===== src/design/ame_pkg.sv =====
// ----------------------------------------------------------------------------
// Access matrix engine package
// Sizes, request and status codes, and the controller/datapath link types.
// ----------------------------------------------------------------------------
`default_nettype none

package ame_pkg;

  localparam int MAX_SUBJECTS = 16;
  localparam int MAX_OBJECTS  = 16;
  localparam int NUM_RIGHTS   = 8;

  localparam int ID_W   = 16;
  localparam int REQ_W  = 4;
  localparam int RI_W   = 3;
  localparam int ST_W   = 2;
  localparam int SUBJ_W = $clog2(MAX_SUBJECTS);
  localparam int OBJ_W  = $clog2(MAX_OBJECTS);
  localparam int MAX_SLOTS = (MAX_SUBJECTS > MAX_OBJECTS) ? MAX_SUBJECTS : MAX_OBJECTS;
  localparam int CNT_W  = $clog2(MAX_SLOTS + 1);
  localparam int ADDR_W = SUBJ_W + OBJ_W;
  localparam int CELL_DEPTH = 1 << ADDR_W;

  localparam int RIGHT_READ  = 0;
  localparam int RIGHT_WRITE = 1;

  localparam logic [REQ_W-1:0] REQ_ADD_OBJ     = 4'd0;
  localparam logic [REQ_W-1:0] REQ_ADD_SUBJ    = 4'd1;
  localparam logic [REQ_W-1:0] REQ_DEL_OBJ     = 4'd2;
  localparam logic [REQ_W-1:0] REQ_DEL_SUBJ    = 4'd3;
  localparam logic [REQ_W-1:0] REQ_GRANT       = 4'd4;
  localparam logic [REQ_W-1:0] REQ_REVOKE      = 4'd5;
  localparam logic [REQ_W-1:0] REQ_CHECK       = 4'd6;
  localparam logic [REQ_W-1:0] REQ_LIST_FREE_O = 4'd7;
  localparam logic [REQ_W-1:0] REQ_LIST_FREE_S = 4'd8;
  localparam logic [REQ_W-1:0] REQ_LIST_FULL_S = 4'd9;
  localparam logic [REQ_W-1:0] REQ_LIST_WRITER = 4'd10;
  localparam logic [REQ_W-1:0] REQ_LIST_ONE_S  = 4'd11;

  localparam logic [ST_W-1:0] ST_DONE    = 2'd0;
  localparam logic [ST_W-1:0] ST_IGNORED = 2'd1;
  localparam logic [ST_W-1:0] ST_FULL    = 2'd2;

  typedef enum logic [3:0] {
    S_IDLE, S_FIND, S_DECIDE, S_SWEEP, S_CELL_RD, S_CELL_WAIT,
    S_SCAN_CHK, S_SCAN_EV, S_OUTER, S_LIST_END
  } state_e;

  typedef enum logic [3:0] {
    OP_NONE, OP_LATCH, OP_FIND, OP_REVIVE, OP_APPEND, OP_MARK_DEL, OP_SWEEP,
    OP_CELL_RD, OP_CELL_WR, OP_LIST_INIT, OP_SCAN_RD, OP_SCAN_EV, OP_OUTER
  } dp_op_e;

  typedef enum logic [2:0] {
    EM_NONE, EM_SINGLE, EM_CHECK, EM_PEND, EM_FINAL, EM_NOTFOUND
  } emit_e;

  typedef struct packed {
    dp_op_e          op;
    emit_e           emit;
    logic [ST_W-1:0] st;
  } cmd_t;

  typedef struct packed {
    logic [REQ_W-1:0] req;
    logic find_last;
    logic side_found;
    logic side_del;
    logic side_full;
    logic both_live;
    logic ri_ok;
    logic o_found;
    logic sweep_last;
    logic outer_done;
    logic inner_done;
    logic match;
    logic pend_v;
    logic out_free;
  } sts_t;

endpackage

`default_nettype wire


===== src/design/ame_ram.sv =====
// ----------------------------------------------------------------------------
// Generic single-port RAM
// One access per cycle, write or read, with the read data registered.
// ----------------------------------------------------------------------------
`default_nettype none

module ame_ram #(
  parameter int WIDTH = 8,
  parameter int DEPTH = 256
) (
  input  wire logic                     clk_i,
  input  wire logic                     we_i,
  input  wire logic                     re_i,
  input  wire logic [$clog2(DEPTH)-1:0] addr_i,
  input  wire logic [WIDTH-1:0]         wdata_i,
  output logic      [WIDTH-1:0]         rdata_o
);

  logic [WIDTH-1:0] mem_q [DEPTH];

  always_ff @(posedge clk_i) begin
    if (we_i) begin
      mem_q[addr_i] <= wdata_i;
    end
    if (re_i) begin
      rdata_o <= mem_q[addr_i];
    end
  end

endmodule

`default_nettype wire


===== src/design/ame_ctrl.sv =====
// ----------------------------------------------------------------------------
// Access matrix engine controller
// Sequences lookup, table updates, cell access and list scans.
// ----------------------------------------------------------------------------
`default_nettype none

module ame_ctrl (
  input  wire logic         clk_i,
  input  wire logic         rst_ni,
  input  wire logic         in_valid_i,
  output logic              in_ready_o,
  input  wire ame_pkg::sts_t sts_i,
  output ame_pkg::cmd_t     cmd_o
);

  ame_pkg::state_e state_q, state_d;

  always_ff @(posedge clk_i or negedge rst_ni) begin
    if (!rst_ni) begin
      state_q <= ame_pkg::S_IDLE;
    end else begin
      state_q <= state_d;
    end
  end

  // Next state.
  always_comb begin
    state_d = state_q;
    case (state_q)
      ame_pkg::S_IDLE: begin
        if (in_valid_i) state_d = ame_pkg::S_FIND;
      end
      ame_pkg::S_FIND: begin
        if (sts_i.find_last) state_d = ame_pkg::S_DECIDE;
      end
      ame_pkg::S_DECIDE: begin
        case (sts_i.req)
          ame_pkg::REQ_ADD_OBJ, ame_pkg::REQ_ADD_SUBJ: begin
            if (sts_i.out_free) begin
              if ((sts_i.side_found && sts_i.side_del) || sts_i.side_full) begin
                state_d = ame_pkg::S_IDLE;
              end else begin
                state_d = ame_pkg::S_SWEEP;
              end
            end
          end
          ame_pkg::REQ_DEL_OBJ, ame_pkg::REQ_DEL_SUBJ: begin
            if (sts_i.out_free) begin
              if (!sts_i.side_found || sts_i.side_del) state_d = ame_pkg::S_IDLE;
              else state_d = ame_pkg::S_SWEEP;
            end
          end
          ame_pkg::REQ_GRANT, ame_pkg::REQ_REVOKE, ame_pkg::REQ_CHECK: begin
            if (sts_i.both_live && sts_i.ri_ok) state_d = ame_pkg::S_CELL_RD;
            else if (sts_i.out_free) state_d = ame_pkg::S_IDLE;
          end
          ame_pkg::REQ_LIST_FREE_O, ame_pkg::REQ_LIST_FREE_S,
          ame_pkg::REQ_LIST_FULL_S, ame_pkg::REQ_LIST_ONE_S: begin
            state_d = ame_pkg::S_SCAN_CHK;
          end
          ame_pkg::REQ_LIST_WRITER: begin
            if (sts_i.o_found) state_d = ame_pkg::S_SCAN_CHK;
            else if (sts_i.out_free) state_d = ame_pkg::S_IDLE;
          end
          default: begin
            if (sts_i.out_free) state_d = ame_pkg::S_IDLE;
          end
        endcase
      end
      ame_pkg::S_SWEEP: begin
        if (sts_i.sweep_last) state_d = ame_pkg::S_IDLE;
      end
      ame_pkg::S_CELL_RD: begin
        state_d = ame_pkg::S_CELL_WAIT;
      end
      ame_pkg::S_CELL_WAIT: begin
        if (sts_i.out_free) state_d = ame_pkg::S_IDLE;
      end
      ame_pkg::S_SCAN_CHK: begin
        if (sts_i.outer_done) state_d = ame_pkg::S_LIST_END;
        else if (sts_i.inner_done) state_d = ame_pkg::S_OUTER;
        else state_d = ame_pkg::S_SCAN_EV;
      end
      ame_pkg::S_SCAN_EV: begin
        state_d = ame_pkg::S_SCAN_CHK;
      end
      ame_pkg::S_OUTER: begin
        if (!(sts_i.match && sts_i.pend_v) || sts_i.out_free) state_d = ame_pkg::S_SCAN_CHK;
      end
      ame_pkg::S_LIST_END: begin
        if (sts_i.out_free) state_d = ame_pkg::S_IDLE;
      end
      default: begin
        state_d = ame_pkg::S_IDLE;
      end
    endcase
  end

  // Commands to the datapath.
  always_comb begin
    in_ready_o = 1'b0;
    cmd_o.op   = ame_pkg::OP_NONE;
    cmd_o.emit = ame_pkg::EM_NONE;
    cmd_o.st   = ame_pkg::ST_DONE;
    case (state_q)
      ame_pkg::S_IDLE: begin
        in_ready_o = 1'b1;
        if (in_valid_i) cmd_o.op = ame_pkg::OP_LATCH;
      end
      ame_pkg::S_FIND: begin
        cmd_o.op = ame_pkg::OP_FIND;
      end
      ame_pkg::S_DECIDE: begin
        case (sts_i.req)
          ame_pkg::REQ_ADD_OBJ, ame_pkg::REQ_ADD_SUBJ: begin
            if (sts_i.out_free) begin
              cmd_o.emit = ame_pkg::EM_SINGLE;
              if (sts_i.side_found && sts_i.side_del) begin
                cmd_o.op = ame_pkg::OP_REVIVE;
              end else if (sts_i.side_full) begin
                cmd_o.st = ame_pkg::ST_FULL;
              end else begin
                cmd_o.op = ame_pkg::OP_APPEND;
              end
            end
          end
          ame_pkg::REQ_DEL_OBJ, ame_pkg::REQ_DEL_SUBJ: begin
            if (sts_i.out_free) begin
              cmd_o.emit = ame_pkg::EM_SINGLE;
              if (!sts_i.side_found || sts_i.side_del) cmd_o.st = ame_pkg::ST_IGNORED;
              else cmd_o.op = ame_pkg::OP_MARK_DEL;
            end
          end
          ame_pkg::REQ_GRANT, ame_pkg::REQ_REVOKE, ame_pkg::REQ_CHECK: begin
            if (!(sts_i.both_live && sts_i.ri_ok) && sts_i.out_free) begin
              cmd_o.emit = ame_pkg::EM_SINGLE;
              cmd_o.st   = ame_pkg::ST_IGNORED;
            end
          end
          ame_pkg::REQ_LIST_FREE_O, ame_pkg::REQ_LIST_FREE_S,
          ame_pkg::REQ_LIST_FULL_S, ame_pkg::REQ_LIST_ONE_S: begin
            cmd_o.op = ame_pkg::OP_LIST_INIT;
          end
          ame_pkg::REQ_LIST_WRITER: begin
            if (sts_i.o_found) begin
              cmd_o.op = ame_pkg::OP_LIST_INIT;
            end else if (sts_i.out_free) begin
              cmd_o.emit = ame_pkg::EM_NOTFOUND;
            end
          end
          default: begin
            if (sts_i.out_free) begin
              cmd_o.emit = ame_pkg::EM_SINGLE;
              cmd_o.st   = ame_pkg::ST_IGNORED;
            end
          end
        endcase
      end
      ame_pkg::S_SWEEP: begin
        cmd_o.op = ame_pkg::OP_SWEEP;
      end
      ame_pkg::S_CELL_RD: begin
        cmd_o.op = ame_pkg::OP_CELL_RD;
      end
      ame_pkg::S_CELL_WAIT: begin
        if (sts_i.out_free) begin
          if (sts_i.req == ame_pkg::REQ_CHECK) begin
            cmd_o.emit = ame_pkg::EM_CHECK;
          end else begin
            cmd_o.op   = ame_pkg::OP_CELL_WR;
            cmd_o.emit = ame_pkg::EM_SINGLE;
          end
        end
      end
      ame_pkg::S_SCAN_CHK: begin
        if (!sts_i.outer_done && !sts_i.inner_done) cmd_o.op = ame_pkg::OP_SCAN_RD;
      end
      ame_pkg::S_SCAN_EV: begin
        cmd_o.op = ame_pkg::OP_SCAN_EV;
      end
      ame_pkg::S_OUTER: begin
        if (sts_i.match && sts_i.pend_v) begin
          if (sts_i.out_free) begin
            cmd_o.op   = ame_pkg::OP_OUTER;
            cmd_o.emit = ame_pkg::EM_PEND;
          end
        end else begin
          cmd_o.op = ame_pkg::OP_OUTER;
        end
      end
      ame_pkg::S_LIST_END: begin
        if (sts_i.out_free) cmd_o.emit = ame_pkg::EM_FINAL;
      end
      default: begin
        cmd_o.op = ame_pkg::OP_NONE;
      end
    endcase
  end

endmodule

`default_nettype wire


===== src/design/ame_dp.sv =====
// ----------------------------------------------------------------------------
// Access matrix engine datapath
// Slot tables, rights cell memory, scan counters and the result register.
// ----------------------------------------------------------------------------
`default_nettype none

module ame_dp (
  input  wire logic                         clk_i,
  input  wire logic                         rst_ni,
  input  wire ame_pkg::cmd_t                cmd_i,
  output ame_pkg::sts_t                     sts_o,
  input  wire logic [ame_pkg::REQ_W-1:0]    req_type_i,
  input  wire logic [ame_pkg::ID_W-1:0]     subject_id_i,
  input  wire logic [ame_pkg::ID_W-1:0]     object_id_i,
  input  wire logic [ame_pkg::RI_W-1:0]     right_index_i,
  input  wire logic                         out_ready_i,
  output logic                              out_valid_o,
  output logic [ame_pkg::ST_W-1:0]          status_o,
  output logic                              right_present_o,
  output logic [ame_pkg::ID_W-1:0]          listed_id_o,
  output logic                              list_empty_o,
  output logic                              last_o
);

  localparam int SW = ame_pkg::SUBJ_W;
  localparam int OW = ame_pkg::OBJ_W;
  localparam int CW = ame_pkg::CNT_W;
  localparam int RW = ame_pkg::NUM_RIGHTS;

  // Request fields.
  logic [ame_pkg::REQ_W-1:0] req_q;
  logic [ame_pkg::ID_W-1:0]  sid_q, oid_q;
  logic [ame_pkg::RI_W-1:0]  ri_q;

  // Slot tables.
  logic [ame_pkg::ID_W-1:0] subj_ids_q [ame_pkg::MAX_SUBJECTS];
  logic [ame_pkg::ID_W-1:0] obj_ids_q  [ame_pkg::MAX_OBJECTS];
  logic [ame_pkg::MAX_SUBJECTS-1:0] subj_del_q;
  logic [ame_pkg::MAX_OBJECTS-1:0]  obj_del_q;
  logic [CW-1:0] scnt_q, ocnt_q;

  // Lookup and scan state.
  logic [CW-1:0] k_q, a_q, b_q, line_q;
  logic          s_hit_q, o_hit_q;
  logic [SW-1:0] s_idx_q;
  logic [OW-1:0] o_idx_q;
  logic          any_q, allf_q;
  logic [1:0]    hits_q;
  logic          pend_v_q;
  logic [ame_pkg::ID_W-1:0] pend_id_q;

  // Result register.
  logic out_v_q;

  // Cell memory port.
  logic                       ram_we, ram_re;
  logic [ame_pkg::ADDR_W-1:0] ram_addr;
  logic [RW-1:0]              ram_wdata, ram_rdata;

  logic          is_obj, is_lst_o, is_wr;
  logic [CW-1:0] outer_cnt, inner_cnt;
  logic [RW-1:0] bit_mask;
  logic          cell_nz, cell_full, match;
  logic [ame_pkg::ID_W-1:0] outer_id;
  logic          out_free;

  assign is_obj   = (req_q == ame_pkg::REQ_ADD_OBJ) || (req_q == ame_pkg::REQ_DEL_OBJ);
  assign is_lst_o = (req_q == ame_pkg::REQ_LIST_FREE_O);
  assign is_wr    = (req_q == ame_pkg::REQ_LIST_WRITER);
  assign outer_cnt = is_lst_o ? ocnt_q : scnt_q;
  assign inner_cnt = is_lst_o ? scnt_q : (is_wr ? CW'(1) : ocnt_q);
  assign bit_mask  = RW'(1) << ri_q;
  assign out_free  = !out_v_q || out_ready_i;

  assign cell_nz   = is_wr ? ram_rdata[ame_pkg::RIGHT_WRITE] : (|ram_rdata);
  assign cell_full = ram_rdata[ame_pkg::RIGHT_READ] && ram_rdata[ame_pkg::RIGHT_WRITE];
  assign outer_id  = is_lst_o ? obj_ids_q[a_q[OW-1:0]] : subj_ids_q[a_q[SW-1:0]];

  always_comb begin
    case (req_q)
      ame_pkg::REQ_LIST_FULL_S: match = allf_q;
      ame_pkg::REQ_LIST_WRITER: match = any_q;
      ame_pkg::REQ_LIST_ONE_S:  match = (hits_q == 2'd1);
      default:                  match = !any_q;
    endcase
  end

  // Memory access steering.
  always_comb begin
    ram_we    = 1'b0;
    ram_re    = 1'b0;
    ram_addr  = {s_idx_q, o_idx_q};
    ram_wdata = '0;
    case (cmd_i.op)
      ame_pkg::OP_SWEEP: begin
        ram_we   = 1'b1;
        ram_addr = is_obj ? {b_q[SW-1:0], line_q[OW-1:0]} : {line_q[SW-1:0], b_q[OW-1:0]};
      end
      ame_pkg::OP_CELL_RD: begin
        ram_re = 1'b1;
      end
      ame_pkg::OP_CELL_WR: begin
        ram_we    = 1'b1;
        ram_wdata = (req_q == ame_pkg::REQ_GRANT) ? (ram_rdata | bit_mask)
                                                  : (ram_rdata & ~bit_mask);
      end
      ame_pkg::OP_SCAN_RD: begin
        ram_re = 1'b1;
        if (is_lst_o) ram_addr = {b_q[SW-1:0], a_q[OW-1:0]};
        else if (is_wr) ram_addr = {a_q[SW-1:0], o_idx_q};
        else ram_addr = {a_q[SW-1:0], b_q[OW-1:0]};
      end
      default: begin
        ram_we = 1'b0;
      end
    endcase
  end

  ame_ram #(
    .WIDTH (RW),
    .DEPTH (ame_pkg::CELL_DEPTH)
  ) u_cells (
    .clk_i   (clk_i),
    .we_i    (ram_we),
    .re_i    (ram_re),
    .addr_i  (ram_addr),
    .wdata_i (ram_wdata),
    .rdata_o (ram_rdata)
  );

  // Payload registers without reset.
  always_ff @(posedge clk_i) begin
    if (cmd_i.op == ame_pkg::OP_LATCH) begin
      req_q <= req_type_i;
      sid_q <= subject_id_i;
      oid_q <= object_id_i;
      ri_q  <= right_index_i;
    end
    if (cmd_i.op == ame_pkg::OP_APPEND) begin
      if (is_obj) obj_ids_q[ocnt_q[OW-1:0]] <= oid_q;
      else subj_ids_q[scnt_q[SW-1:0]] <= sid_q;
    end
    if (cmd_i.op == ame_pkg::OP_FIND) begin
      if ((k_q < scnt_q) && !s_hit_q && (subj_ids_q[k_q[SW-1:0]] == sid_q)) begin
        s_idx_q <= k_q[SW-1:0];
      end
      if ((k_q < ocnt_q) && !o_hit_q && (obj_ids_q[k_q[OW-1:0]] == oid_q)) begin
        o_idx_q <= k_q[OW-1:0];
      end
    end
    if ((cmd_i.op == ame_pkg::OP_OUTER) && match) begin
      pend_id_q <= outer_id;
    end
    if (cmd_i.emit != ame_pkg::EM_NONE) begin
      status_o        <= ame_pkg::ST_DONE;
      right_present_o <= 1'b0;
      listed_id_o     <= '0;
      list_empty_o    <= 1'b0;
      last_o          <= 1'b1;
      case (cmd_i.emit)
        ame_pkg::EM_SINGLE: status_o <= cmd_i.st;
        ame_pkg::EM_CHECK:  right_present_o <= |(ram_rdata & bit_mask);
        ame_pkg::EM_PEND: begin
          listed_id_o <= pend_id_q;
          last_o      <= 1'b0;
        end
        ame_pkg::EM_FINAL: begin
          if (pend_v_q) listed_id_o <= pend_id_q;
          else list_empty_o <= 1'b1;
        end
        ame_pkg::EM_NOTFOUND: begin
          status_o     <= ame_pkg::ST_IGNORED;
          list_empty_o <= 1'b1;
        end
        default: status_o <= ame_pkg::ST_DONE;
      endcase
    end
  end

  // Control state.
  always_ff @(posedge clk_i or negedge rst_ni) begin
    if (!rst_ni) begin
      subj_del_q <= '0;
      obj_del_q  <= '0;
      scnt_q     <= '0;
      ocnt_q     <= '0;
      k_q        <= '0;
      a_q        <= '0;
      b_q        <= '0;
      line_q     <= '0;
      s_hit_q    <= 1'b0;
      o_hit_q    <= 1'b0;
      any_q      <= 1'b0;
      allf_q     <= 1'b1;
      hits_q     <= '0;
      pend_v_q   <= 1'b0;
      out_v_q    <= 1'b0;
    end else begin
      case (cmd_i.op)
        ame_pkg::OP_LATCH: begin
          k_q     <= '0;
          s_hit_q <= 1'b0;
          o_hit_q <= 1'b0;
        end
        ame_pkg::OP_FIND: begin
          if ((k_q < scnt_q) && (subj_ids_q[k_q[SW-1:0]] == sid_q)) s_hit_q <= 1'b1;
          if ((k_q < ocnt_q) && (obj_ids_q[k_q[OW-1:0]] == oid_q)) o_hit_q <= 1'b1;
          k_q <= k_q + CW'(1);
        end
        ame_pkg::OP_REVIVE: begin
          if (is_obj) obj_del_q[o_idx_q] <= 1'b0;
          else subj_del_q[s_idx_q] <= 1'b0;
        end
        ame_pkg::OP_APPEND: begin
          b_q <= '0;
          if (is_obj) begin
            obj_del_q[ocnt_q[OW-1:0]] <= 1'b0;
            line_q <= ocnt_q;
            ocnt_q <= ocnt_q + CW'(1);
          end else begin
            subj_del_q[scnt_q[SW-1:0]] <= 1'b0;
            line_q <= scnt_q;
            scnt_q <= scnt_q + CW'(1);
          end
        end
        ame_pkg::OP_MARK_DEL: begin
          b_q <= '0;
          if (is_obj) begin
            obj_del_q[o_idx_q] <= 1'b1;
            line_q <= CW'(o_idx_q);
          end else begin
            subj_del_q[s_idx_q] <= 1'b1;
            line_q <= CW'(s_idx_q);
          end
        end
        ame_pkg::OP_SWEEP: begin
          b_q <= b_q + CW'(1);
        end
        ame_pkg::OP_LIST_INIT: begin
          a_q      <= '0;
          b_q      <= '0;
          any_q    <= 1'b0;
          allf_q   <= 1'b1;
          hits_q   <= '0;
          pend_v_q <= 1'b0;
        end
        ame_pkg::OP_SCAN_EV: begin
          if (cell_nz) any_q <= 1'b1;
          if (cell_full) begin
            if (hits_q != 2'd2) hits_q <= hits_q + 2'd1;
          end else begin
            allf_q <= 1'b0;
          end
          b_q <= b_q + CW'(1);
        end
        ame_pkg::OP_OUTER: begin
          if (match) pend_v_q <= 1'b1;
          a_q    <= a_q + CW'(1);
          b_q    <= '0;
          any_q  <= 1'b0;
          allf_q <= 1'b1;
          hits_q <= '0;
        end
        default: begin
          k_q <= k_q;
        end
      endcase
      if (cmd_i.emit != ame_pkg::EM_NONE) out_v_q <= 1'b1;
      else if (out_ready_i) out_v_q <= 1'b0;
    end
  end

  assign out_valid_o = out_v_q;

  always_comb begin
    sts_o.req        = req_q;
    sts_o.find_last  = (k_q == CW'(ame_pkg::MAX_SLOTS - 1));
    sts_o.side_found = is_obj ? o_hit_q : s_hit_q;
    sts_o.side_del   = is_obj ? obj_del_q[o_idx_q] : subj_del_q[s_idx_q];
    sts_o.side_full  = is_obj ? (ocnt_q == CW'(ame_pkg::MAX_OBJECTS))
                              : (scnt_q == CW'(ame_pkg::MAX_SUBJECTS));
    sts_o.both_live  = s_hit_q && o_hit_q && !subj_del_q[s_idx_q] && !obj_del_q[o_idx_q];
    sts_o.ri_ok      = (int'(ri_q) < ame_pkg::NUM_RIGHTS);
    sts_o.o_found    = o_hit_q;
    sts_o.sweep_last = is_obj ? (b_q == CW'(ame_pkg::MAX_SUBJECTS - 1))
                              : (b_q == CW'(ame_pkg::MAX_OBJECTS - 1));
    sts_o.outer_done = (a_q >= outer_cnt);
    sts_o.inner_done = (b_q >= inner_cnt);
    sts_o.match      = match;
    sts_o.pend_v     = pend_v_q;
    sts_o.out_free   = out_free;
  end

endmodule

`default_nettype wire


===== src/design/access_matrix_engine_core.sv =====
// ----------------------------------------------------------------------------
// Access matrix engine core
// Subject and object slot tables with a matrix of rights masks.
// ----------------------------------------------------------------------------
// A serial id lookup and a decide step put out a single result word for each
// non-list request; grant, revoke and check of two live slots first read the cell.
// The next request is taken only once the last one is done; adds of a new slot and
// deletes of a live slot clear a 16-cell row or column after their word. A list
// query reads each cell in a check step and then an evaluate step, and output
// stalls hold it up. Async active-low reset empties the tables.
`default_nettype none

module access_matrix_engine_core (
  input  wire logic        clk_i,
  input  wire logic        rst_ni,
  // Request channel.
  input  wire logic        s_axis_tvalid,
  output logic             s_axis_tready,
  // tdata, low bit up: subject_id[15:0], object_id[31:16], right_index[34:32],
  // zero fill [39:35].
  input  wire logic [39:0] s_axis_tdata,
  // tuser: req_type[3:0].
  input  wire logic [3:0]  s_axis_tuser,
  // Result channel.
  output logic             m_axis_tvalid,
  input  wire logic        m_axis_tready,
  // tdata, low bit up: status[1:0], right_present[2], listed_id[18:3],
  // list_empty[19], zero fill [23:20].
  output logic [23:0]      m_axis_tdata,
  // tlast: last word of the results of one request.
  output logic             m_axis_tlast
);

  ame_pkg::cmd_t cmd;
  ame_pkg::sts_t sts;

  logic [ame_pkg::ST_W-1:0] status;
  logic                     right_present;
  logic [ame_pkg::ID_W-1:0] listed_id;
  logic                     list_empty;

  // The controller only talks to the datapath through cmd and sts.
  ame_ctrl u_ctrl (
    .clk_i      (clk_i),
    .rst_ni     (rst_ni),
    .in_valid_i (s_axis_tvalid),
    .in_ready_o (s_axis_tready),
    .sts_i      (sts),
    .cmd_o      (cmd)
  );

  ame_dp u_dp (
    .clk_i           (clk_i),
    .rst_ni          (rst_ni),
    .cmd_i           (cmd),
    .sts_o           (sts),
    .req_type_i      (s_axis_tuser),
    .subject_id_i    (s_axis_tdata[15:0]),
    .object_id_i     (s_axis_tdata[31:16]),
    .right_index_i   (s_axis_tdata[34:32]),
    .out_ready_i     (m_axis_tready),
    .out_valid_o     (m_axis_tvalid),
    .status_o        (status),
    .right_present_o (right_present),
    .listed_id_o     (listed_id),
    .list_empty_o    (list_empty),
    .last_o          (m_axis_tlast)
  );

  // Pack the result word; the top nibble is zero fill.
  assign m_axis_tdata = {4'b0000, list_empty, listed_id, right_present, status};

endmodule

`default_nettype wire


===== config.mk =====
export PLATFORM = sky130hd
export DESIGN_NAME = access_matrix_engine_core
export DESIGN_NICKNAME = d
export VERILOG_FILES = /design/src/design/ame_pkg.sv /design/src/design/ame_ram.sv /design/src/design/ame_ctrl.sv /design/src/design/ame_dp.sv /design/src/design/access_matrix_engine_core.sv
export SDC_FILE = /design/constraint.sdc
export NUM_CORES = 2
export LEC_CHECK = 0
export BUFFER_PORTS_ARGS = -buffer_cell sky130_fd_sc_hd__buf_2
export CAP_MARGIN = 20
export CORE_MARGIN = 8
export CORE_UTILIZATION = 61
export CTS_CLUSTER_DIAMETER = 40
export DETAILED_ROUTE_END_ITERATION = 10
export PLACE_DENSITY = 0.78
export SYNTH_ARGS = -nofsm -noshare
export SYNTH_HDL_FRONTEND = slang
export SYNTH_SLANG_ARGS = --single-unit

===== constraint.sdc =====
create_clock -name clk_i -period 20.4 [get_ports clk_i]
set_input_delay 4.08 -clock clk_i [delete_from_list [all_inputs] [get_ports clk_i]]
set_output_delay 4.08 -clock clk_i [all_outputs]
set_load 0.03 [all_outputs]

==> metrics.log <==
INFO  metric route.detailed.drc = 0
INFO  metric worstPathMaxFanout = 210
INFO  metric postRouteWirelength = 313000 um
INFO  metric route.layer.met1.wl = 109000 um
INFO  metric hold_depth = 2
INFO  metric postCtsResizedCells = 0
INFO  metric ys.warnings.count = 0
INFO  metric critical_path.reg2reg.startpoint = u_dp.req_q[1]$_DFFE_PP_
INFO  metric initial_antenna_violation_count = 17
INFO  metric post_synthesis_mean_instance_area = 16.5 sq um
INFO  metric pin_count_of_the_biggest_net_entering_global_routing = 218
INFO  metric hp-start = u_dp.allf_q$_DFFE_PN1P_
INFO  metric viasPerCell = 7.34
INFO  metric worst_slew_pin_slew = 1360 ps
INFO  metric final.setup.tns = 0 ps
INFO  metric dieArea = 198000 sq um
INFO  metric synth_seq_area_share = 72.7%
INFO  metric timing.reg2reg.worst_path_depth = 20
INFO  metric mappedNetlistArea = 112000 sq um
INFO  metric grt_pass1_wl = 451000 um
INFO  metric vias = 69653
INFO  metric io_pins = 75
INFO  metric synth.top_cells.by_count = edfxtp_1, a22oi_1, nor2_1
INFO  metric num_clock_sinks = 2725
INFO  metric netlist.area_leader.share = 71.1%
INFO  metric area_growth_syn_to_layout = 12.6%
INFO  metric rr_endpoint = u_dp.u_cells.rdata_o[4]$_DFFE_PP_
INFO  metric critPathCaptureType = register
INFO  metric met3RoutedLength = 45600 um
INFO  metric finalWeightedCongestion = 0.917
INFO  metric cts_inserted_buffers = 344
INFO  metric layout_min_cycle_time = 9060 ps
INFO  metric setup.worst_path.class = register to register
INFO  metric ant_nets = 0
INFO  metric slew_headroom = 7.03%
INFO  metric worst-r2r-setup-slack = 11340 ps
INFO  metric power.switching_fraction = 27.0%
INFO  metric final.setup_skew = 98.3 ps
INFO  metric grt_usage = 30.7%
INFO  metric synth_area_leaders = edfxtp_1, mux4_2, a22oi_1, mux2i_1, dfrtp_1
INFO  metric initial_core_util = 61.3%
INFO  metric io_buffer_count = 65
INFO  metric vdd.ir_drop.worst = 0.119 mV
INFO  metric total_leakage_power = 41.6 nW
INFO  metric net_total_in_the_final_layout = 6912
INFO  metric p_int = 10.5 mW
INFO  metric synth-async-reset-ratio = 2.68%
INFO  metric combPwrFrac = 13.9%
INFO  metric drt_pre_antenna_iters = 6
INFO  metric cp_top_family = buffers and inverters
INFO  metric die_h = 445 um
INFO  metric fp.dieW = 445 um
INFO  metric route.detailed.wl_per_inst = 33.0 um
INFO  metric power_frac_clock = 41.6%
INFO  metric first_global_vias = 67135
INFO  metric synth_top_flop_cell = edfxtp_1
INFO  metric fp-row-count = 157
INFO  metric clk_root_buffer_cell = clkbuf_16
INFO  metric net_switching_power = 3.87 mW
INFO  metric finalMaxSlewViolations = 0
INFO  metric rsz0062_at_grt = no
INFO  metric crit_path_top_delay_cell = buf_4
INFO  metric drv.max_cap_violation_count = 0
INFO  metric post-synth-top-count-cell = edfxtp_1
INFO  metric max_freq = 0.110 GHz
INFO  metric arrival = 9750 ps
INFO  metric cts-htree-levels = 5
INFO  metric tritoncts = built
INFO  metric seq_power_share = 44.6%
INFO  metric worstPathCellList = nand4b_4, buf_4, nor2_1, a21oi_1, ha_1, nand2_1, o21ai_1, a21oi_2, o211ai_4, buf_4, and3_4, buf_12, buf_12, buf_4, a22oi_1, o2111ai_1, nor4_1, a311oi_1, nor4_1, a211oi_1
INFO  metric wl_met2 = 143000 um
INFO  metric min_delay_worst_endpoint = u_dp.allf_q$_DFFE_PN1P_
INFO  metric synth.lib_cells_used.distinct = 94
INFO  metric timing.critical_path.mode_cell = buf_4
INFO  metric synth_seq_cells = 2725
INFO  metric max_stage_delay = 810 ps
INFO  metric overall_power_after_layout = 14.4 mW
INFO  metric number_of_flops_mapped_to_enable_cells_by_yosys = 2652
INFO  metric worst_ep_required_time = 21080 ps
INFO  metric detail_route.iter0.violations = 12073
INFO  metric start_kind = register
INFO  metric place_hpwl = 176000 um
INFO  metric insertion_delay = 970 ps
INFO  metric final_worst_path_cycle_share = 44.4%
INFO  metric top_signal_layer_used = met5
INFO  metric cts_setup_buffers = 0
INFO  metric cts_hold_repair.buffers = 0
INFO  metric outcome = finished clean
INFO  metric holdCritPathClass = register to register
INFO  metric core_area = 183000 sq um
INFO  metric fraction_of_layout_cells_with_a_size_suffix_above_1 = 17.5%
INFO  metric power.density_cell_area = 114 nW/um^2
INFO  metric setup_viol = 0
INFO  metric crit_path_buf_inv_count = 5
INFO  metric synthCells = 6771
INFO  metric cts_buffer_depth = 4
INFO  metric cts.reportedPaths.clkPinSlew = 60 ps
INFO  metric grt.overflow.total = 0
INFO  metric hold_viol_final = 0
INFO  metric synth_largest_area_cell = edfxtp_1
==> worst min-delay path, stage by stage (launching register included) <==
cell and delay (ps):
dfstp_2 370, inv_1 40, o21ai_0 70
==> state kept, by name (all words and copies together), names as in the netlist, 5 cells and up <==
name and flops:
u_dp.a_q 5, u_dp.obj_ids_q 256, u_dp.sid_q 16, u_dp.u_cells.rdata_o 8, u_dp.b_q 5, u_dp.subj_ids_q 256, u_dp.pend_id_q 16, u_dp.obj_del_q 16
u_dp.scnt_q 5, u_dp.subj_del_q 16, u_dp.oid_q 16, u_dp.u_cells.mem_q 2048, u_dp.listed_id_o 16, u_dp.ocnt_q 5, u_dp.k_q 5
==> worst max path at each step <==
stage / startpoint / end / slack (ps) / cells after the start
floorplan: m_axis_tready / u_dp.u_cells.mem_q[0][1]$_DFFE_PP_ / 7090 / 6
global route: u_dp.req_q[1]$_DFFE_PP_ / u_dp.u_cells.rdata_o[7]$_DFFE_PP_ / 11000 / 20
global placement: m_axis_tready / u_dp.u_cells.mem_q[131][6]$_DFFE_PP_ / 11760 / 9
CTS: u_dp.req_q[1]$_DFFE_PP_ / u_dp.u_cells.rdata_o[0]$_DFFE_PP_ / 11800 / 20
detailed placement: m_axis_tready / u_dp.u_cells.mem_q[142][6]$_DFFE_PP_ / 11560 / 9
finish: u_dp.req_q[1]$_DFFE_PP_ / u_dp.u_cells.rdata_o[4]$_DFFE_PP_ / 11340 / 20
==> layout by cell type, fill, tap and decap left out, types with 38 or more instances in the layout <==
master      instances
edfxtp_1         2652
a22oi_1           440
nor2_1            379
clkbuf_16         350
mux4_2            331
nand2_1           298
nand3_1           230
mux2i_1           181
o22ai_1           172
a21oi_1           166
buf_4             149
o21ai_0           139
a22o_1            123
o2bb2ai_1          78
dfrtp_1            65
buf_2              64
o211ai_1           63
nand4_1            55
nor4_1             51
and3_1             48
a31oi_1            42
clkinvlp_4         38
==> area by class of cell <==
cell class / instances / area, sq um
multi-input cells: 3502 / 28500
clock buffers: 386 / 8900
well taps: 2385 / 2980
flip-flops and latches: 2725 / 81500
inverters: 31 / 116
clock inverters: 217 / 2310
repair buffers: 227 / 1720
diodes: 19 / 47.5
fillers: 10859 / 56600
==> stage by stage <==
step | hold WS (ps) | worst slack, ps | instances | area (sq um) | util, %
3_3_place_gp | 482 | 11760 | 8866 | 115000 | 62.8
5_1_grt | 528 | 11000 | 9476 | 126000 | 69.0
2_1_floorplan | 452 | 7090 | 6774 | 112000 | -
3_5_place_dp | 477 | 11560 | 8867 | 115000 | 62.8
4_1_cts | 486 | 11800 | 9470 | 126000 | 69.0
6_report | 488 | 11340 | 9492 | 126000 | 69.0
==> power groups by stage <==
stage / clock [mW] / sequential [mW] / combinational [mW]
after floorplan: 0 / 6.42 / 1.24
after global placement: 0 / 6.50 / 1.89
after detailed placement: 0 / 6.51 / 1.91
after CTS: 5.98 / 6.40 / 1.94
after global routing: 6.20 / 6.41 / 2.06
final: 5.97 / 6.40 / 1.99
==> routing by layer <==
layer / track usage (%) / up-vias
met5: 0 / -
met4: 13.6 / 12
met3: 9.40 / 1052
met2: 46.8 / 5992
met1: 41.4 / 34626
li1: - / 27971
==> logic make-up (layout without fill, tap and decap cells) <==
logic type               Yosys count  count (layout)  synth area share [%]
XOR/XNOR                          43              43                 0.336
other                              1              23               0.00335
flip-flops                      2725            2725                  72.7
AO/OA/AOI/OAI                   1615            1615                  10.6
buffers and inverters            547             861                  2.14
adder cells (fa/ha/maj)           33              33                 0.369
AND/OR/NAND/NOR                 1264            1264                  5.24
multiplexers                     543             543                  8.59
No activity file was read; power rests on OpenSTA's default activity.
